<file path="config.mk">
export PLATFORM = sky130hd
export DESIGN_NAME = guidance_mode_arbiter_flat
export DESIGN_NICKNAME = d
export VERILOG_FILES = /design/src/gma_pkg.sv /design/src/gma_if.sv /design/src/gma_cfg.sv /design/src/gma_core.sv /design/src/guidance_mode_arbiter.sv /design/src/flat_wrapper.sv
export VERILOG_INCLUDE_DIRS = /design/src /design/src/src
export SDC_FILE = /design/constraint.sdc
export NUM_CORES = 1
export LEC_CHECK = 0
export BUFFER_PORTS_ARGS = -buffer_cell sky130_fd_sc_hd__buf_2
export CAP_MARGIN = 40
export CORE_ASPECT_RATIO = 0.5
export CORE_UTILIZATION = 39
export CTS_CLUSTER_SIZE = 20
export DETAILED_ROUTE_END_ITERATION = 6
export PLACE_DENSITY = 0.66
export REMOVE_ABC_BUFFERS = 1
export SLEW_MARGIN = 20
export SYNTH_ARGS = -nofsm -noshare
export SYNTH_HDL_FRONTEND = slang
export SYNTH_SLANG_ARGS = --single-unit
</file>
<file path="constraint.sdc">
create_clock -name i_clk -period 12.3 [get_ports i_clk]
set_input_delay 0.615 -clock i_clk [delete_from_list [all_inputs] [get_ports i_clk]]
set_output_delay 0.615 -clock i_clk [all_outputs]
set_load 0.02 [all_outputs]
</file>
<file path="src/guidance_mode_arbiter_macros.svh">
// assertion macros shared by the guidance mode arbiter rtl
// no dependencies; included by modules that carry assertions
`ifndef GUIDANCE_MODE_ARBITER_MACROS_SVH
`define GUIDANCE_MODE_ARBITER_MACROS_SVH

// same-cycle implication, disabled while reset is asserted
`define GMA_ASSERT_IMPLIES(label, clk, rst_n, ante, cons, msg) \
    label: assert property (@(posedge clk) disable iff (!rst_n) (ante) |-> (cons)) \
        else $error(msg);

// next-cycle implication, disabled while reset is asserted
`define GMA_ASSERT_NEXT(label, clk, rst_n, ante, cons, msg) \
    label: assert property (@(posedge clk) disable iff (!rst_n) (ante) |=> (cons)) \
        else $error(msg);

`endif

</file>
<file path="src/gma_pkg.sv">
// shared types, codes and reset values for the guidance mode arbiter
// no dependencies
`timescale 1ns / 1ps
`default_nettype none

package gma_pkg;

    localparam int AGE_W    = 16;
    localparam int CNT_W    = 8;
    localparam int MODE_W   = 2;
    localparam int RSN_W    = 4;
    localparam int STATUS_W = 2;
    localparam int APB_DW   = 32;
    localparam int APB_AW   = 5;
    localparam int REG_IDX_W = 3;

    // leader status codes
    localparam logic [STATUS_W-1:0] STATUS_FAULT = 2'd1;
    localparam logic [STATUS_W-1:0] STATUS_ESTOP = 2'd2;

    // guidance modes
    localparam logic [MODE_W-1:0] MODE_HOLD      = 2'd0;
    localparam logic [MODE_W-1:0] MODE_WAYPOINT  = 2'd1;
    localparam logic [MODE_W-1:0] MODE_VISION    = 2'd2;
    localparam logic [MODE_W-1:0] MODE_EMERGENCY = 2'd3;

    // reason codes
    localparam logic [RSN_W-1:0] RSN_NONE        = 4'd0;
    localparam logic [RSN_W-1:0] RSN_INIT        = 4'd1;
    localparam logic [RSN_W-1:0] RSN_ESTOP       = 4'd2;
    localparam logic [RSN_W-1:0] RSN_FAULT       = 4'd3;
    localparam logic [RSN_W-1:0] RSN_WP_TIMEOUT  = 4'd4;
    localparam logic [RSN_W-1:0] RSN_BOTH_LOST   = 4'd5;
    localparam logic [RSN_W-1:0] RSN_WP_BACK     = 4'd6;
    localparam logic [RSN_W-1:0] RSN_VIS_TIMEOUT = 4'd7;
    localparam logic [RSN_W-1:0] RSN_VIS_BACK    = 4'd8;
    localparam logic [RSN_W-1:0] RSN_TRANSITION  = 4'd9;

    // register indexes
    localparam logic [REG_IDX_W-1:0] REG_WP_TIMEOUT  = 3'd0;
    localparam logic [REG_IDX_W-1:0] REG_VIS_TIMEOUT = 3'd1;
    localparam logic [REG_IDX_W-1:0] REG_WP_OK       = 3'd2;
    localparam logic [REG_IDX_W-1:0] REG_WP_LOST     = 3'd3;
    localparam logic [REG_IDX_W-1:0] REG_VIS_OK      = 3'd4;
    localparam logic [REG_IDX_W-1:0] REG_VIS_LOST    = 3'd5;
    localparam logic [REG_IDX_W-1:0] REG_LATCH_STOP  = 3'd6;

    // register reset values
    localparam logic [AGE_W-1:0] RST_WP_TIMEOUT  = 16'd400;
    localparam logic [AGE_W-1:0] RST_VIS_TIMEOUT = 16'd200;
    localparam logic [CNT_W-1:0] RST_WP_OK       = 8'd5;
    localparam logic [CNT_W-1:0] RST_WP_LOST     = 8'd3;
    localparam logic [CNT_W-1:0] RST_VIS_OK      = 8'd3;
    localparam logic [CNT_W-1:0] RST_VIS_LOST    = 8'd3;
    localparam logic             RST_LATCH_STOP  = 1'b1;

    typedef struct packed {
        logic [AGE_W-1:0] waypoint_timeout_ms;
        logic [AGE_W-1:0] vision_timeout_ms;
        logic [CNT_W-1:0] waypoint_ok_needed;
        logic [CNT_W-1:0] waypoint_lost_needed;
        logic [CNT_W-1:0] vision_ok_needed;
        logic [CNT_W-1:0] vision_lost_needed;
        logic             latch_stop;
    } t_cfg;

    typedef struct packed {
        logic [STATUS_W-1:0] leader_status;
        logic                waypoint_valid;
        logic [AGE_W-1:0]    waypoint_age_ms;
        logic                vision_valid;
        logic [AGE_W-1:0]    vision_age_ms;
    } t_in_item;

    typedef struct packed {
        logic [MODE_W-1:0] mode_out;
        logic [RSN_W-1:0]  reason_code;
    } t_out_item;

endpackage

`default_nettype wire

</file>
<file path="src/gma_if.sv">
// valid/ready channel interfaces for arbiter input and result transactions
// depends on gma_pkg
`timescale 1ns / 1ps
`default_nettype none

interface gma_item_if import gma_pkg::*; ();
    logic                valid;
    logic                ready;
    logic [STATUS_W-1:0] leader_status;
    logic                waypoint_valid;
    logic [AGE_W-1:0]    waypoint_age_ms;
    logic                vision_valid;
    logic [AGE_W-1:0]    vision_age_ms;

    modport source (
        output valid, leader_status, waypoint_valid, waypoint_age_ms,
               vision_valid, vision_age_ms,
        input  ready
    );
    modport sink (
        input  valid, leader_status, waypoint_valid, waypoint_age_ms,
               vision_valid, vision_age_ms,
        output ready
    );
endinterface

interface gma_result_if import gma_pkg::*; ();
    logic              valid;
    logic              ready;
    logic [MODE_W-1:0] mode_out;
    logic [RSN_W-1:0]  reason_code;

    modport source (output valid, mode_out, reason_code, input ready);
    modport sink (input valid, mode_out, reason_code, output ready);
endinterface

`default_nettype wire

</file>
<file path="src/gma_cfg.sv">
// apb register file holding the arbiter timeouts, thresholds and latch enable
// depends on gma_pkg
`timescale 1ns / 1ps
`default_nettype none

module gma_cfg import gma_pkg::*; (
    input  wire logic              i_clk,
    input  wire logic              i_rst_n,
    input  wire logic              psel,
    input  wire logic              penable,
    input  wire logic              pwrite,
    input  wire logic [APB_AW-1:0] paddr,
    input  wire logic [APB_DW-1:0] pwdata,
    output logic      [APB_DW-1:0] prdata,
    output logic                   pready,
    output t_cfg                   o_cfg
);

    t_cfg                 r_cfg;
    logic                 wr_en;
    logic [REG_IDX_W-1:0] reg_idx;

    assign pready  = 1'b1;
    assign wr_en   = psel && penable && pwrite;
    assign reg_idx = paddr[APB_AW-1:2];
    assign o_cfg   = r_cfg;

    always_ff @(posedge i_clk) begin
        if (!i_rst_n) begin
            r_cfg.waypoint_timeout_ms  <= RST_WP_TIMEOUT;
            r_cfg.vision_timeout_ms    <= RST_VIS_TIMEOUT;
            r_cfg.waypoint_ok_needed   <= RST_WP_OK;
            r_cfg.waypoint_lost_needed <= RST_WP_LOST;
            r_cfg.vision_ok_needed     <= RST_VIS_OK;
            r_cfg.vision_lost_needed   <= RST_VIS_LOST;
            r_cfg.latch_stop           <= RST_LATCH_STOP;
        end else if (wr_en) begin
            case (reg_idx)
                REG_WP_TIMEOUT:  r_cfg.waypoint_timeout_ms  <= pwdata[AGE_W-1:0];
                REG_VIS_TIMEOUT: r_cfg.vision_timeout_ms    <= pwdata[AGE_W-1:0];
                REG_WP_OK:       r_cfg.waypoint_ok_needed   <= pwdata[CNT_W-1:0];
                REG_WP_LOST:     r_cfg.waypoint_lost_needed <= pwdata[CNT_W-1:0];
                REG_VIS_OK:      r_cfg.vision_ok_needed     <= pwdata[CNT_W-1:0];
                REG_VIS_LOST:    r_cfg.vision_lost_needed   <= pwdata[CNT_W-1:0];
                REG_LATCH_STOP:  r_cfg.latch_stop           <= pwdata[0];
                default: ;
            endcase
        end
    end

    always_comb begin
        prdata = '0;
        case (reg_idx)
            REG_WP_TIMEOUT:  prdata[AGE_W-1:0] = r_cfg.waypoint_timeout_ms;
            REG_VIS_TIMEOUT: prdata[AGE_W-1:0] = r_cfg.vision_timeout_ms;
            REG_WP_OK:       prdata[CNT_W-1:0] = r_cfg.waypoint_ok_needed;
            REG_WP_LOST:     prdata[CNT_W-1:0] = r_cfg.waypoint_lost_needed;
            REG_VIS_OK:      prdata[CNT_W-1:0] = r_cfg.vision_ok_needed;
            REG_VIS_LOST:    prdata[CNT_W-1:0] = r_cfg.vision_lost_needed;
            REG_LATCH_STOP:  prdata[0]         = r_cfg.latch_stop;
            default:         prdata            = '0;
        endcase
    end

endmodule

`default_nettype wire

</file>
<file path="src/gma_core.sv">
// mode state, hysteresis counters and the per-transaction mode decision
// depends on gma_pkg and guidance_mode_arbiter_macros.svh
`timescale 1ns / 1ps
`default_nettype none
`include "guidance_mode_arbiter_macros.svh"

module gma_core import gma_pkg::*; (
    input  wire logic i_clk,
    input  wire logic i_rst_n,
    input  wire logic i_update,
    input  t_in_item  i_item,
    input  t_cfg      i_cfg,
    output t_out_item o_result
);

    logic [MODE_W-1:0] r_mode, n_mode;
    logic              r_started;
    logic              r_stop_latched, n_stop_latched;
    logic [CNT_W-1:0]  r_wp_ok, n_wp_ok;
    logic [CNT_W-1:0]  r_wp_lost, n_wp_lost;
    logic [CNT_W-1:0]  r_vis_ok, n_vis_ok;
    logic [CNT_W-1:0]  r_vis_lost, n_vis_lost;

    logic              wpt_fresh, vis_fresh;
    logic              wp_good, wp_bad, vis_good, vis_bad;
    logic [MODE_W-1:0] prev_mode, next_mode;
    logic [RSN_W-1:0]  reason;

    function automatic logic [CNT_W-1:0] count_up(input logic [CNT_W-1:0] v,
                                                  input logic [CNT_W-1:0] ceil);
        return (v < ceil) ? v + 1'b1 : ceil;
    endfunction

    function automatic logic [CNT_W-1:0] count_down(input logic [CNT_W-1:0] v);
        return (v != '0) ? v - 1'b1 : '0;
    endfunction

    assign wpt_fresh = i_item.waypoint_valid &&
                       (i_item.waypoint_age_ms <= i_cfg.waypoint_timeout_ms);
    assign vis_fresh = i_item.vision_valid &&
                       (i_item.vision_age_ms <= i_cfg.vision_timeout_ms);

    // counter updates, only kept on the normal path
    always_comb begin
        if (wpt_fresh) begin
            n_wp_ok   = count_up(r_wp_ok, i_cfg.waypoint_ok_needed);
            n_wp_lost = count_down(r_wp_lost);
        end else begin
            n_wp_lost = count_up(r_wp_lost, i_cfg.waypoint_lost_needed);
            n_wp_ok   = count_down(r_wp_ok);
        end
        if (vis_fresh) begin
            n_vis_ok   = count_up(r_vis_ok, i_cfg.vision_ok_needed);
            n_vis_lost = count_down(r_vis_lost);
        end else begin
            n_vis_lost = count_up(r_vis_lost, i_cfg.vision_lost_needed);
            n_vis_ok   = count_down(r_vis_ok);
        end
    end

    assign wp_good  = n_wp_ok >= i_cfg.waypoint_ok_needed;
    assign wp_bad   = n_wp_lost >= i_cfg.waypoint_lost_needed;
    assign vis_good = n_vis_ok >= i_cfg.vision_ok_needed;
    assign vis_bad  = n_vis_lost >= i_cfg.vision_lost_needed;

    always_comb begin
        prev_mode      = r_started ? r_mode : MODE_HOLD;
        reason         = r_started ? RSN_NONE : RSN_INIT;
        next_mode      = prev_mode;
        n_stop_latched = r_stop_latched;
        n_mode         = prev_mode;

        if (i_item.leader_status == STATUS_ESTOP) begin
            if (i_cfg.latch_stop) begin
                n_stop_latched = 1'b1;
            end
            n_mode = MODE_EMERGENCY;
            reason = RSN_ESTOP;
        end else if (i_item.leader_status == STATUS_FAULT) begin
            n_mode = MODE_HOLD;
            reason = RSN_FAULT;
        end else if (r_stop_latched) begin
            n_mode = MODE_EMERGENCY;
            reason = RSN_ESTOP;
        end else begin
            case (prev_mode)
                MODE_WAYPOINT: begin
                    if (wp_bad) begin
                        if (vis_good) begin
                            next_mode = MODE_VISION;
                            reason    = RSN_WP_TIMEOUT;
                        end else begin
                            next_mode = MODE_HOLD;
                            reason    = RSN_BOTH_LOST;
                        end
                    end
                end
                MODE_VISION: begin
                    if (wp_good) begin
                        next_mode = MODE_WAYPOINT;
                        reason    = RSN_WP_BACK;
                    end else if (vis_bad) begin
                        next_mode = MODE_HOLD;
                        reason    = RSN_VIS_TIMEOUT;
                    end
                end
                MODE_HOLD: begin
                    if (wp_good) begin
                        next_mode = MODE_WAYPOINT;
                        reason    = RSN_WP_BACK;
                    end else if (vis_good) begin
                        next_mode = MODE_VISION;
                        reason    = RSN_VIS_BACK;
                    end else if (wp_bad && vis_bad) begin
                        reason = RSN_BOTH_LOST;
                    end
                end
                default: ;
            endcase

            // guard: a follow mode never survives a stale source in this transaction
            n_mode = next_mode;
            if (next_mode == MODE_WAYPOINT && !wpt_fresh) begin
                n_mode = vis_fresh ? MODE_VISION : MODE_HOLD;
            end else if (next_mode == MODE_VISION && !vis_fresh) begin
                n_mode = wpt_fresh ? MODE_WAYPOINT : MODE_HOLD;
            end

            if (n_mode != prev_mode && reason == RSN_NONE) begin
                reason = RSN_TRANSITION;
            end
        end
    end

    assign o_result.mode_out    = n_mode;
    assign o_result.reason_code = reason;

    always_ff @(posedge i_clk) begin
        if (!i_rst_n) begin
            r_mode         <= MODE_HOLD;
            r_started      <= 1'b0;
            r_stop_latched <= 1'b0;
            r_wp_ok        <= '0;
            r_wp_lost      <= '0;
            r_vis_ok       <= '0;
            r_vis_lost     <= '0;
        end else if (i_update) begin
            r_mode         <= n_mode;
            r_started      <= 1'b1;
            r_stop_latched <= n_stop_latched;
            // leader stop, fault or a latched stop freeze the counters
            if (i_item.leader_status != STATUS_ESTOP &&
                i_item.leader_status != STATUS_FAULT && !r_stop_latched) begin
                r_wp_ok    <= n_wp_ok;
                r_wp_lost  <= n_wp_lost;
                r_vis_ok   <= n_vis_ok;
                r_vis_lost <= n_vis_lost;
            end
        end
    end

    `GMA_ASSERT_NEXT(a_latch_sticks, i_clk, i_rst_n, r_stop_latched, r_stop_latched, "stop latch cleared")
    `GMA_ASSERT_NEXT(a_update_starts, i_clk, i_rst_n, i_update, r_started, "started flag not set after a transaction")
    `GMA_ASSERT_IMPLIES(a_idle_before_start, i_clk, i_rst_n, !r_started, (r_mode == MODE_HOLD) && !r_stop_latched, "state moved before the first transaction")

endmodule

`default_nettype wire

</file>
<file path="src/guidance_mode_arbiter.sv">
// guidance mode arbiter top level: input stage, decision core, result register
// depends on gma_pkg, gma_if, gma_cfg, gma_core and guidance_mode_arbiter_macros.svh
//
// usage:
//  - i_item (valid/ready) carries one transaction per message: leader status and
//    validity and age of the waypoint and vision sources
//  - o_result (valid/ready) returns exactly one transaction per input: the new
//    guidance mode and a reason code; the first transaction after reset reports
//    init unless a stronger reason takes over
//  - apb port (psel/penable/pwrite/paddr/pwdata/prdata/pready) holds the two
//    timeouts, four hysteresis thresholds and the stop latch enable at byte
//    addresses 0, 4 .. 24; write it only while no transaction is in flight
//  - path: a taken input passes the input stage register, then the result register
//  - throughput: one transaction per cycle unless o_result stalls; the whole
//    decision is one pass of logic between the input stage and result registers
//  - reset (synchronous, active low): registers return to defaults, mode is
//    hold, counters and stop latch clear, both channels empty
//  - receiver stall: the result register holds and the input stage still takes
//    one more transaction; i_item.ready drops only when both are full
`timescale 1ns / 1ps
`default_nettype none
`include "guidance_mode_arbiter_macros.svh"

module guidance_mode_arbiter import gma_pkg::*; (
    input  wire logic              i_clk,
    input  wire logic              i_rst_n,
    gma_item_if.sink               i_item,
    gma_result_if.source           o_result,
    input  wire logic              psel,
    input  wire logic              penable,
    input  wire logic              pwrite,
    input  wire logic [APB_AW-1:0] paddr,
    input  wire logic [APB_DW-1:0] pwdata,
    output logic      [APB_DW-1:0] prdata,
    output logic                   pready
);

    t_cfg      cfg;
    t_in_item  r_stage;
    logic      r_stage_valid;
    t_out_item r_out;
    logic      r_out_valid;
    t_out_item core_result;
    logic      advance;
    logic      take_in;

    gma_cfg u_cfg (
        .i_clk   (i_clk),
        .i_rst_n (i_rst_n),
        .psel    (psel),
        .penable (penable),
        .pwrite  (pwrite),
        .paddr   (paddr),
        .pwdata  (pwdata),
        .prdata  (prdata),
        .pready  (pready),
        .o_cfg   (cfg)
    );

    // stage moves into the result register when that register is free or draining
    assign advance        = r_stage_valid && (!r_out_valid || o_result.ready);
    assign i_item.ready   = !r_stage_valid || advance;
    assign take_in        = i_item.valid && i_item.ready;

    gma_core u_core (
        .i_clk    (i_clk),
        .i_rst_n  (i_rst_n),
        .i_update (advance),
        .i_item   (r_stage),
        .i_cfg    (cfg),
        .o_result (core_result)
    );

    // input stage register
    always_ff @(posedge i_clk) begin
        if (!i_rst_n) begin
            r_stage_valid <= 1'b0;
        end else if (take_in) begin
            r_stage_valid <= 1'b1;
        end else if (advance) begin
            r_stage_valid <= 1'b0;
        end
    end

    always_ff @(posedge i_clk) begin
        if (take_in) begin
            r_stage.leader_status   <= i_item.leader_status;
            r_stage.waypoint_valid  <= i_item.waypoint_valid;
            r_stage.waypoint_age_ms <= i_item.waypoint_age_ms;
            r_stage.vision_valid    <= i_item.vision_valid;
            r_stage.vision_age_ms   <= i_item.vision_age_ms;
        end
    end

    // result register
    always_ff @(posedge i_clk) begin
        if (!i_rst_n) begin
            r_out_valid <= 1'b0;
        end else if (advance) begin
            r_out_valid <= 1'b1;
        end else if (o_result.ready) begin
            r_out_valid <= 1'b0;
        end
    end

    always_ff @(posedge i_clk) begin
        if (advance) begin
            r_out <= core_result;
        end
    end

    assign o_result.valid       = r_out_valid;
    assign o_result.mode_out    = r_out.mode_out;
    assign o_result.reason_code = r_out.reason_code;

    `GMA_ASSERT_IMPLIES(a_stall_only_when_full, i_clk, i_rst_n, !i_item.ready, r_stage_valid && r_out_valid, "input stalled with a free stage")
    `GMA_ASSERT_NEXT(a_advance_fills_out, i_clk, i_rst_n, advance, r_out_valid, "result register empty after a stage advance")

endmodule

`default_nettype wire

</file>
<file path="src/flat_wrapper.sv">
// flat-port wrapper written by rule: the top's interface ports become plain ports
module guidance_mode_arbiter_flat import gma_pkg::*;
  (i_clk, i_rst_n, psel, penable, pwrite, paddr, pwdata, prdata, pready, i_item_valid, i_item_leader_status, i_item_waypoint_valid, i_item_waypoint_age_ms, i_item_vision_valid, i_item_vision_age_ms, i_item_ready, o_result_valid, o_result_mode_out, o_result_reason_code, o_result_ready);
  gma_item_if i_item_i ();
  gma_result_if o_result_i ();
  input  wire logic i_clk;
  input  wire logic i_rst_n;
  input  wire logic psel;
  input  wire logic penable;
  input  wire logic pwrite;
  input  wire logic [APB_AW-1:0] paddr;
  input  wire logic [APB_DW-1:0] pwdata;
  output logic      [APB_DW-1:0] prdata;
  output logic pready;
  input wire logic [$bits(i_item_i.valid)-1:0] i_item_valid;
  input wire logic [$bits(i_item_i.leader_status)-1:0] i_item_leader_status;
  input wire logic [$bits(i_item_i.waypoint_valid)-1:0] i_item_waypoint_valid;
  input wire logic [$bits(i_item_i.waypoint_age_ms)-1:0] i_item_waypoint_age_ms;
  input wire logic [$bits(i_item_i.vision_valid)-1:0] i_item_vision_valid;
  input wire logic [$bits(i_item_i.vision_age_ms)-1:0] i_item_vision_age_ms;
  output wire logic [$bits(i_item_i.ready)-1:0] i_item_ready;
  output wire logic [$bits(o_result_i.valid)-1:0] o_result_valid;
  output wire logic [$bits(o_result_i.mode_out)-1:0] o_result_mode_out;
  output wire logic [$bits(o_result_i.reason_code)-1:0] o_result_reason_code;
  input wire logic [$bits(o_result_i.ready)-1:0] o_result_ready;
  assign i_item_i.valid = i_item_valid;
  assign i_item_i.leader_status = i_item_leader_status;
  assign i_item_i.waypoint_valid = i_item_waypoint_valid;
  assign i_item_i.waypoint_age_ms = i_item_waypoint_age_ms;
  assign i_item_i.vision_valid = i_item_vision_valid;
  assign i_item_i.vision_age_ms = i_item_vision_age_ms;
  assign i_item_ready = i_item_i.ready;
  assign o_result_valid = o_result_i.valid;
  assign o_result_mode_out = o_result_i.mode_out;
  assign o_result_reason_code = o_result_i.reason_code;
  assign o_result_i.ready = o_result_ready;
  guidance_mode_arbiter u_core (.i_clk(i_clk), .i_rst_n(i_rst_n), .i_item(i_item_i), .o_result(o_result_i), .psel(psel), .penable(penable), .pwrite(pwrite), .paddr(paddr), .pwdata(pwdata), .prdata(prdata), .pready(pready));
endmodule
</file>
; ---- Word-level counts from Yosys, hierarchy flattened
; Index checks and enable logic that the tools add are counted.
; W data, S select, Z words.
[word_totals]
regBits = 145
in_bits = 80
[op_classes]
n_reduce_logical = 39
addsub = 8
n_lt_le_gt_ge = 10
eq_ne = 15
n_mux = 55
[ops]
columns = op, count
row1 = $mux W8, 12
row2 = $pmux W7 S6, 1
row3 = $mux W2, 19
row4 = $add A8 B1 Y8 const B, 4
row5 = $ge A8 B8 Y1, 4
row6 = $le A16 B16 Y1, 2
row7 = $lt A8 B8 Y1, 4
row8 = $reduce_bool A8 Y1, 4
row9 = $sub A8 B1 Y8 const B, 4
row10 = $mux W4, 6
row11 = $pmux W8 S2, 1
row12 = $reduce_and A2 Y1, 8
row13 = $logic_and A1 B1 Y1, 12
row14 = $mux W3, 4
row15 = $pmux W4 S3, 1
row16 = $eq A3 B3 Y1 const B, 3
row17 = $mux W1, 9
row18 = $pmux W1 S7, 1
row19 = $eq A2 B1 Y1 const B, 3
row20 = $eq A2 B2 Y1 const B, 3
row21 = $eq A3 B2 Y1 const B, 2
row22 = $pmux W2 S3, 1
row23 = $logic_not A1 Y1, 5
row24 = $logic_not A4 Y1, 1
row25 = other kinds (11), 13

; ---- Depth between registers and ports, before layout
[depth]
depth_word = 22
ltp_mapped = 21
ltp_nobuf = 18

; ---- Modules after synthesis
; Synthesis repeated with hierarchy kept, for this count alone.
[hier_totals]
hier_cells = 1128
area_unflattened_um2 = 10092.2
[modules_own_cells]
columns = mod, cells_per_inst, seq_area_each_um2, n_inst, area_each_um2
row1 = gma_core, 737, 720.7, 1, 5529.1
row2 = gma_cfg, 340, 1301.2, 1, 3198.1
row3 = guidance_mode_arbiter, 51, 1301.2, 1, 1365.1

; ---- Worst setup path after synthesis
; OpenSTA, ideal clock, no wires.
[synth_path]
path_kind = register -> register
start = register u_core.r_stage[31] in the netlist's numbering
end = register u_core.r_out (netlist bit u_core.o_result.reason_code[0]), data pin
path_stages_with_launch = 17
synth_period_minus_slack_ns = 4.314
slack_ns = 7.986
path_buffers = 1
required_time_ns = 12.035
setup_time_ns = 0.265
t_arrival_ns = 4.049
path_cell_list = edfxtp_1 ha_1 nand4_1 or4_1 or3_1 buf_2 a32o_1 o21ai_1 a32oi_1 ha_1 nand2b_1 a2111oi_0 o31a_1 nor2b_1 o32ai_1 mux2i_1 o41ai_2
[synth_between]
elab_chain_cells = 21
elab_cells_between_ends = 40
cone_classes = order compare (3) / eq/ne (3) / mux (27) / reduce/logical (7)
[synth_rtl]
columns = item, line
row1 = "start, declared", guidance_mode_arbiter.sv:39  ; t_in_item r_stage;
row2 = $le A16 B16 Y1 (*), gma_core.sv:39  ; (i_item.waypoint_age_ms <= i_cfg.waypoint_timeout_ms);
row3 = $logic_and A1 B1 Y1 (*), gma_core.sv:38  ; assign wpt_fresh = i_item.waypoint_valid &&
row4 = $mux W8, gma_core.sv:45  ; if (wpt_fresh) begin
row5 = "$ge A8 B8 Y1, on equally long branches", "gma_core.sv:61, gma_core.sv:62"
row6 = "$mux W2, on equally long branches", "gma_core.sv:108, gma_core.sv:88, gma_core.sv:99"
row7 = $pmux W2 S3, gma_core.sv:86  ; case (prev_mode)
row8 = $mux W2, gma_core.sv:82  ; end else if (r_stop_latched) begin
row9 = $mux W2, gma_core.sv:79  ; end else if (i_item.leader_status == STATUS_FAULT) begin
row10 = [... 5 more ...], -
row11 = $mux W2, gma_core.sv:82
row12 = $mux W2, gma_core.sv:79
row13 = $mux W2, gma_core.sv:73  ; if (i_item.leader_status == STATUS_ESTOP) begin
row14 = $ne A2 B2 Y1, gma_core.sv:129  ; if (n_mode != prev_mode && reason == RSN_NONE) begin
row15 = $logic_and A1 B1 Y1, gma_core.sv:129
row16 = $mux W4 (*), gma_core.sv:129
row17 = $mux W1 (*), gma_core.sv:82
row18 = $mux W1 (*), gma_core.sv:79
row19 = "end signal, assigned", guidance_mode_arbiter.sv:108  ; r_out <= core_result;
row20 = "end, declared", guidance_mode_arbiter.sv:41  ; t_out_item r_out;
; Mark *: on every way between the ends. The rest lies on a longest branch, timed or not. The select of a mux whose other input is x is not followed.
; A chain may end at the register's enable or synchronous reset.

==> impl_metrics.toml <==
[timing]
hold_violations = 0
whs_ns = 0.345
max_freq_mhz = 189
relSlewSlack_pct = 43.9
slew_violations = 0
rsz0062_at_grt = "false"
tns_ns = 0
clock_skew_ns = 0.0121
final-setup-viol-count = 0
fin_ws_ns = 7.00
period_share_pct = 43.1
tightest_slew_ns = 0.841
fin_crit_ns = 5.30

[routing]
vias_per_cell = 5.38
wl_per_cell_um = 17.1
routed_wl_um = 26300
drt_iter0_drc = 736
vias = 8252
postRouteAntennaNets = 0
drcViolationCount = 0
first_pass_iters = 5

[synthesis]
synth_warnings = 0
synth-xor-area-share_pct = 3.76
synth_compound_area_share_pct = 19.8
syn_inst = 1121
synth_top_area_cell = "dfxtp_1"
ys.flop_type = "dfxtp_1"
synth_mux_area_share_pct = 7.44
ys_seq_elements = 145
synth_top_area_share_pct = 20.6
postSynthAreaPerCell_um2 = 8.93
synth_edf_count = 42
ys_seq_area_share_pct = 33.2
synth_top_family_by_area = "compound AO/OA/AOI/OAI gates"
synthArstFlopShare_pct = 0
yosys.area_share.simple_pct = 15.6
synth_area_leaders = "dfxtp_1 21%, ha_1 13%, edfxtp_1 13%"
yosys.cell_types.count = 79
synth_area_um2 = 10000
yosys.area_share.adder_pct = 13.3

[grt]
grt_use_total_pct = 20.5
antenna_found_initial = 0
overflow = 0
grt_pass1_vias = 8159
grt_pass1_wl_um = 42400
grt_max_degree = 56

[die]
die_w_um = 229
rows = 41
pin_count = 121
core_area_um2 = 25200
die_area_um2 = 26300
chipHeight_um = 115
start_util_pct = 39.7

[clock_network]
cts_max_level = 4
cts-root-buf = "clkbuf_16"
clkTransAtPathRegs_ns = 0.07
cts.sink_count = 145
cts_tree = "done"
ctsResizeCount = 0
numCtsBuffers = 17
clock_latency_ns = 0.45
cts_hold_buf = 0
cts_buffer_depth = 2
post_cts_buffers = 0

[layout]
finalNonFillerCells = 1534
fill_cells = 2451
antenna_cells = 0
area_delta_synth_final_pct = 12.5
nets = 1363
final_cell_mix = "113 x nand2_1, 106 x ha_1, 103 x dfxtp_1, 85 x buf_2, 82 x inv_1"
final_common_cell = "nand2_1"
drive_above_1_share_pct = 13.6

[power]
fin_total_pwr_mw = 1.43
peakVddDrop_uv = 97.8
p_leak_nw = 4.65
cellPowerDensity_nw_per_um2 = 127

[worst_setup_path]
path_max_fanout = 17
endpoint = "u_core.o_result.mode_out[0]"
path_class = "flop to flop"
cp.required_ns = 12.50
r2r_end = "u_core.o_result.mode_out[0]"
r2r_slack_ns = 7.00
reg2reg_depth = 17
r2r_start = "u_core.u_cfg.o_cfg[63]"
critPathLaunch = "u_core.u_cfg.o_cfg[63]"
crit_path_start_kind = "flop"
critPathCaptureType = "flop"
worstPathArrival_ns = 5.50

[placement]
placed_cells = 1499
finalWeightedCongestion = 0.916
place_ws_ns = 7.07
port_buffers = 85
dp_hpwl_um = 19700

[run_status]
status = "complete, no violations"

[worst_hold_path]
hp-class = "input pin to flop"

[job]
max-cap-violations = 0
through the flow:
stage / area, um2 / utilization [%]
after floorplan: 9680 / -
after global placement: 10600 / 42.0
after detailed placement: 10600 / 42.2
after CTS: 11200 / 44.6
after global routing: 11300 / 44.7
final: 11300 / 44.7
flip-flops by register name (all words and copies together) (netlist names), 4 cells and up:
name                         flops
u_core.u_core.r_vis_lost         8
u_core.o_result.reason_code      4
u_core.u_core.r_wp_lost          8
u_core.u_cfg.o_cfg              65
u_core.u_core.r_vis_ok           8
u_core.u_core.r_wp_ok            8
u_core.r_stage                  36
report_power, final:
| group | leakage [nW] | internal (mW) | switching (mW) |
|---|---|---|---|
| Combinational | 3.11 | 0.154 | 0.209 |
| Clock | 0.297 | 0.293 | 0.242 |
| Sequential | 1.24 | 0.514 | 0.0226 |
| Total | 4.65 | 0.961 | 0.474 |
how the worst min path moves through the flow:
stage	endpoint	start	slack, ns	cells after the start
floorplan	u_core.u_cfg.o_cfg[34]	u_core.u_cfg.o_cfg[34]	0.44	2
global placement	u_core.u_cfg.o_cfg[34]	u_core.u_cfg.o_cfg[34]	0.45	2
detailed placement	u_core.u_cfg.o_cfg[38]	u_core.u_cfg.o_cfg[38]	0.46	2
CTS	u_core.r_stage[18]	i_item_waypoint_age_ms[1]	0.33	1
global route	u_core.r_stage[4]	i_item_vision_age_ms[4]	0.34	1
finish	u_core.r_stage[18]	i_item_waypoint_age_ms[1]	0.34	1
cells by family (layout without fill, tap and decap cells):
group | after synthesis | after routing
DFF | 145 | 145
xor gates and xnor gates | 43 | 43
buffers and inverters | 156 | 210
AOI/OAI and AO/OA | 274 | 274
adders and majority gates | 106 | 106
muxes | 73 | 73
other | 2 | 17
and+or+nand+nor | 322 | 322
synth_stat cells, types with 8 or more instances:
cell        n
o21a_1      8
xor2_1     15
clkbuf_1   42
a22oi_1    10
nor3_1     22
mux2i_1    71
buf_4      18
inv_1      82
edfxtp_1   42
a21oi_1    48
a21o_1      8
xnor2_1    28
o22ai_1    20
o21ba_1    23
nand2_1   113
o21ai_0    52
ha_1      106
a21boi_0   27
nor2_1     52
nor2b_1    35
o22ai_2     8
o211ai_1   13
nand4_1     8
nand2b_1   15
nand3_1    35
dfxtp_1   103
layer usage:
metal	track usage, %	vias up	part of all wire (%)
met2	33.4	239	45
met5	0	-	0
li1	-	4067	-
met1	27.6	3910	48
met4	7.38	0	1.9
met3	3.32	36	4.9
layout make-up:
class                      count  area, um2  area share (%)
tap                          344        430            3.82
clock buffer                  19        475            4.22
sequential                   145       3320            29.5
clock inverter                13        128            1.13
inverter                      82        308            2.73
multi-input combinational    835       6060            53.8
timing repair buffer          96        533            4.74
critical path: stages (launching register included):
cell and delay, ns:
dfxtp_1 0.38, inv_1 0.06, ha_1 0.31, nand4_1 0.13, or4_1 0.57, or3_1 0.54, nand2_2 0.48, o21ai_1 0.14
a32oi_1 0.23, ha_1 0.27, nand2b_1 0.14, a2111oi_0 0.52, o31a_1 0.39, nor2b_1 0.19, o32ai_1 0.18, a2bb2oi_1 0.24
o211ai_2 0.10, and2_1 0.17
(Power assumes the default switching activity.)
